<file path="src/hdl/rmj_div.sv">
`timescale 1ns / 1ps
module rmj_div #(
	parameter int DW = 32,
	parameter int QW = 17
) (
	input  logic          clk,
	input  logic          en,
	input  logic [DW-1:0] rem_in,
	input  logic [QW-1:0] tail_in,
	input  logic [DW-1:0] den_in,
	output logic [QW-1:0] quo
);
	logic [DW-1:0] rem_s [QW];
	logic [DW-1:0] den_s [QW];
	logic [QW-1:0] tail_s [QW];
	logic [QW-1:0] quo_s [QW];

	for (genvar i = 0; i < QW; i++) begin : g_stage
		logic [DW-1:0] rem_p;
		logic [DW-1:0] den_p;
		logic [QW-1:0] tail_p;
		logic [QW-1:0] quo_p;
		logic [DW:0] trial;
		logic [DW:0] diff;
		logic take;
		if (i == 0) begin : g_first
			assign rem_p = rem_in;
			assign den_p = den_in;
			assign tail_p = tail_in;
			assign quo_p = '0;
		end else begin : g_next
			assign rem_p = rem_s[i-1];
			assign den_p = den_s[i-1];
			assign tail_p = tail_s[i-1];
			assign quo_p = quo_s[i-1];
		end
		assign trial = {rem_p, tail_p[QW-1]};
		assign diff = trial - {1'b0, den_p};
		assign take = trial >= {1'b0, den_p};
		always_ff @(posedge clk) begin
			if (en) begin
				rem_s[i] <= take ? diff[DW-1:0] : trial[DW-1:0];
				den_s[i] <= den_p;
				tail_s[i] <= {tail_p[QW-2:0], 1'b0};
				quo_s[i] <= {quo_p[QW-2:0], take};
			end
		end
	end

	assign quo = quo_s[QW-1];
endmodule

</file>
<file path="config.mk">
export PLATFORM = sky130hd
export DESIGN_NAME = rmj_div
export DESIGN_NICKNAME = d
export VERILOG_FILES = /design/src/hdl/rmj_div.sv
export SDC_FILE = /design/constraint.sdc
export NUM_CORES = 2
export LEC_CHECK = 0
export BUFFER_PORTS_ARGS = -buffer_cell sky130_fd_sc_hd__buf_4
export CORE_ASPECT_RATIO = 0.5
export CORE_UTILIZATION = 65
export CTS_CLUSTER_DIAMETER = 60
export DETAILED_ROUTE_END_ITERATION = 6
export PLACE_DENSITY = 0.9
export SLEW_MARGIN = 20
export SYNTH_ARGS = -nofsm -noshare
export SYNTH_HDL_FRONTEND = slang
export SYNTH_SLANG_ARGS = --single-unit
</file>
<file path="constraint.sdc">
create_clock -name clk -period 5.05 [get_ports clk]
set_input_delay 1.01 -clock clk [delete_from_list [all_inputs] [get_ports clk]]
set_output_delay 1.01 -clock clk [all_outputs]
set_load 0.02 [all_outputs]
</file>
Word-level counts from Yosys, hierarchy flattened
Memory sizes are Yosys's and may differ from the RTL's.
Cells that the tools add are included.
Storage, ports and cells
  register bits: 0
  memory bits (writable): 1649
  output and inout bits: 17
  logic and storage cells: 57
  input bits: 83
  memories kept: 4
Memories
  den_s: depth 17, bits a word 32, rd ports 16, clocked after memory_dff 0, wr ports 17, RTL line 14  | logic [DW-1:0] den_s [QW];
  rem_s: depth 17, bits a word 32, rd ports 16, clocked after memory_dff 0, wr ports 17, RTL line 13  | logic [DW-1:0] rem_s [QW];
  quo_s: depth 17, bits a word 17, rd ports 17, clocked after memory_dff 0, wr ports 17, RTL line 16  | logic [QW-1:0] quo_s [QW];
  tail_s: depth 17, bits a word 16, rd ports 16, clocked after memory_dff 0, wr ports 17, RTL line 15  | logic [QW-1:0] tail_s [QW];
Operators by class
  mux-type cells: 19
  $lt $le $gt $ge: 17
  add/subtract/negate cells: 17
Operators by type and width (number)
  33-bit by 32-bit >= comparator with 1-bit output: 17
  32-bit two-way mux: 17
  32-bit subtractor: 17
  1-bit two-way mux: 2

Depth between registers and ports, before layout
An unclocked memory read counts as a cell.
  word-level depth: 3
  gate-level depth with buffers: 15
  mapped depth without buffers: 13

Least setup slack after synthesis
No wires, ideal clock.
  path type: input port to flip-flop
  from: input port den_in[2]
  to: memory rem_s[0][24] (data pin)
  arrival time: 3.430 ns
  path slack: 1.354 ns
  required time: 4.783 ns
  setup time: 0.267 ns
  cell stages on the path: 12
  buffers on the path: 0
  path through: inv_1 > ha_1 > nor2b_1 > o31a_1 > o211ai_1 > o221ai_1 > o311a_1 > o31ai_2 > o21ai_0 > a31oi_1 > xor2_1 > o21ai_0
RTL lines
  start: declaration: RTL line 10  | input logic [DW-1:0] den_in,
  end: declaration: RTL line 13

==> impl_metrics.toml <==
[timing]
fin_crit_ns = 4.41
finalClockSkew_ns = 0.0249
finalSetupViolCount = 0
worst_slack_ns = 0.644
finalCritPeriodShare = 0.872
grt_setup_unrepaired = "false"
fmax_mhz = 227
tns_ns = 0
drv_slew = 0
hold_viol_final = 0
worst_slew_pin_slew_ns = 0.994
hold_slack_ns = 0.411
relSlewSlack = 0.337

[power_and_ir_drop]
power.share.switching = 0.369
p_switching_mw = 18.8
ir_worst_vdd_v = 0.000385
leakage_nw = 33.4
power_frac_seq = 0.348
p_per_area_nw_per_um2 = 634
pwr-share-clk = 0.186
comb_power_share = 0.466
p_int_mw = 32.0

[logic_synthesis]
ys_warn_count = 0
postSynthCellCount = 6428
synth_cell_types = 86
synth_area_sq_um = 73400
synth_edf_count = 1313
syn_nets = 7071
synth_seq_cells = 1313
seq_area_frac_synth = 0.537
syn_area_per_cell_sq_um = 11.4
yosys_most_used_dff = "edfxtp_1"
async_flop_share = 0

[route]
post_drt_wl_per_cell_microns = 18.7
via_count = 49160
drt_iter0_markers = 4306
drt_wl_total_mm = 153
dr.pass1.iters = 6
via_per_inst = 6.03
ant_nets = 0
drcViolationCount = 0

[clocking]
cts.path.max_buffers = 3
postCtsSetupRepairBufs = 0
clockRootBuffer = "clkbuf_16"
cts_tree = "done"
cts_made_buffers = 112
cts_resized = 0
clock_sinks = 1313
clkTransAtPathRegs_ns = 0.07
htreeDepth = 3
cts_hold_buffers = 0
clock_latency_ns = 0.72

[setup_path]
worst_path_max_delay_cell = "o211ai_4"
cp_data_arrival_time_ns = 4.86
path_cells = "ha_1, a21oi_1, o21ai_0, o31ai_1, a2111oi_2, o211ai_1, a21oi_1, a21oi_1, o211ai_4, mux2_2"
end_kind = "flip-flop"
startpoint_type = "flip-flop"
crit_family = "compound AO/OA/AOI/OAI gates"
worst-path-max-fanout = 23
crit_top_cell = "a21oi_1"
crit_required_ns = 5.50
crit_buf_inv = 0
reg2reg_from = "rem_s[0][37]$_DFFE_PP_"
cp-startpoint = "rem_s[0][37]$_DFFE_PP_"
critical_path_class = "reg -> reg"
critPathMaxStageDelay_ns = 0.76

[run]
cap_violations = 0

[floorplanning]
die_w_microns = 477
ioPinCount = 100
row_count = 86
die_h_microns = 240
core_area_sq_um = 111000
die_area_sq_um = 114000
initial_core_util = 0.661

[final_layout]
syn_to_final_growth_pct = 9.23
final_util = 0.722
final_cell_mix = "1313 x edfxtp_1, 689 x inv_1, 544 x ha_1, 469 x a21oi_1, 464 x nand2_1"
final_net_count = 7200
fill_cells = 7408
layout-drive-gt1-share = 0.0887
final_common_cell = "edfxtp_1"
antenna_cells = 0

[place]
port_buffers = 99
dpl_worst_slack_ns = 0.656
place.gp.congestion = 0.970
hpwlAfterDp_mm = 113

[worst_hold_path]
hp-start = "tail_s[0][88]$_DFFE_PP_"
hold_path_class = "reg -> reg"

[grt]
grt_pass1_wl_mm = 247
grt_overflow = 0
gr-usage-all-layers = 0.267
antenna_found_initial = 0
grt_max_degree = 136
first_global_vias = 49207

[outcome]
status = "complete, no violations"
## worst register-to-register path, delay by kind of cell (launching register included)
kind                     cells  cell delay [ns]
flip-flops                   1             0.40
adder cells (fa/ha/maj)      1             0.40
AO/OA/AOI/OAI                8             2.91
multiplexers                 1             0.43
## power by group through the flow
stage | clock network (mW) | logic (mW) | registers [mW]
floorplan | 0 | 18.2 | 17.2
global placement | 0 | 22.3 | 17.7
detailed placement | 0 | 23.0 | 17.8
CTS | 9.63 | 23.4 | 17.6
global route | 10.0 | 26.0 | 17.9
finish | 9.46 | 23.7 | 17.7
## state kept, by name, summed over array words and instances (netlist names)
| signal | flops |
|---|---|
| tail_s | 136 |
| rem_s | 512 |
| quo_s | 153 |
| den_s | 512 |
## cell type report
cell class | instances | area, sq um | area share
flip-flops and latches | 1313 | 39400 | 0.492
multi-input cells | 4290 | 30900 | 0.385
clock buffers | 125 | 2940 | 0.0366
inverters | 689 | 2590 | 0.0323
well taps | 1496 | 1870 | 0.0234
repair buffers | 151 | 1330 | 0.0166
clock inverters | 82 | 1120 | 0.0140
## metrics by stage
step                      cell area (sq um)  power, mW  instances
after global routing                  80100       54.0       8146
after floorplan                       73400       35.4       6428
final                                 80100       50.8       8146
after global placement                76100       40.0       7939
after detailed placement              76100       40.8       7939
after CTS                             80100       50.6       8146
## cells in the mapped netlist (27+ instances only)
master / number / share of area
clkbuf_1: 83 / 0.0042
nor2_1: 316 / 0.016
nor2b_1: 68 / 0.0058
xnor2_1: 246 / 0.029
a211oi_1: 32 / 0.0033
o21ai_0: 414 / 0.028
a21o_1: 311 / 0.032
nand2b_1: 73 / 0.0062
edfxtp_1: 1313 / 0.54
a31oi_1: 61 / 0.0052
o31ai_1: 51 / 0.0052
nor3_1: 68 / 0.0046
inv_1: 689 / 0.035
o21a_1: 63 / 0.0064
a21oi_1: 470 / 0.032
xor2_1: 181 / 0.022
ha_1: 544 / 0.093
and2_1: 27 / 0.0023
nand3_1: 104 / 0.0071
mux2_2: 200 / 0.031
buf_2: 41 / 0.0028
and3_1: 53 / 0.0045
nand4_1: 82 / 0.0070
o21bai_1: 59 / 0.0060
nand2_1: 465 / 0.024
## cells by family (layout without fill, tap and decap cells)
family	after synthesis	count (layout)	share of synthesized area
XOR/XNOR	427	427	0.0510
multiplexers	226	226	0.0342
flip-flops	1313	1313	0.537
AND/OR/NAND/NOR	1364	1364	0.0880
buffers and inverters	825	1047	0.0432
adder cells (fa/ha/maj)	560	560	0.0971
AO/OA/AOI/OAI	1713	1713	0.149
## layer usage
metal | global-route usage | share of wire | routed length [microns]
met1 | 0.308 | 0.40 | 61100
met2 | 0.484 | 0.50 | 75900
met3 | 0.0322 | 0.044 | 6730
met4 | 0.152 | 0.058 | 8910
met5 | 0 | 0 | 0
## worst paths after layout
kind	end	slack, ns	cells after the start
max	rem_s[0][81]$_DFFE_PP_	0.64	10
min	tail_s[0][105]$_DFFE_PP_	0.41	0
max reg2reg	rem_s[0][81]$_DFFE_PP_	0.64	10
min reg2reg	tail_s[0][105]$_DFFE_PP_	0.41	0
Note: power is estimated with default switching activity, not from simulation.
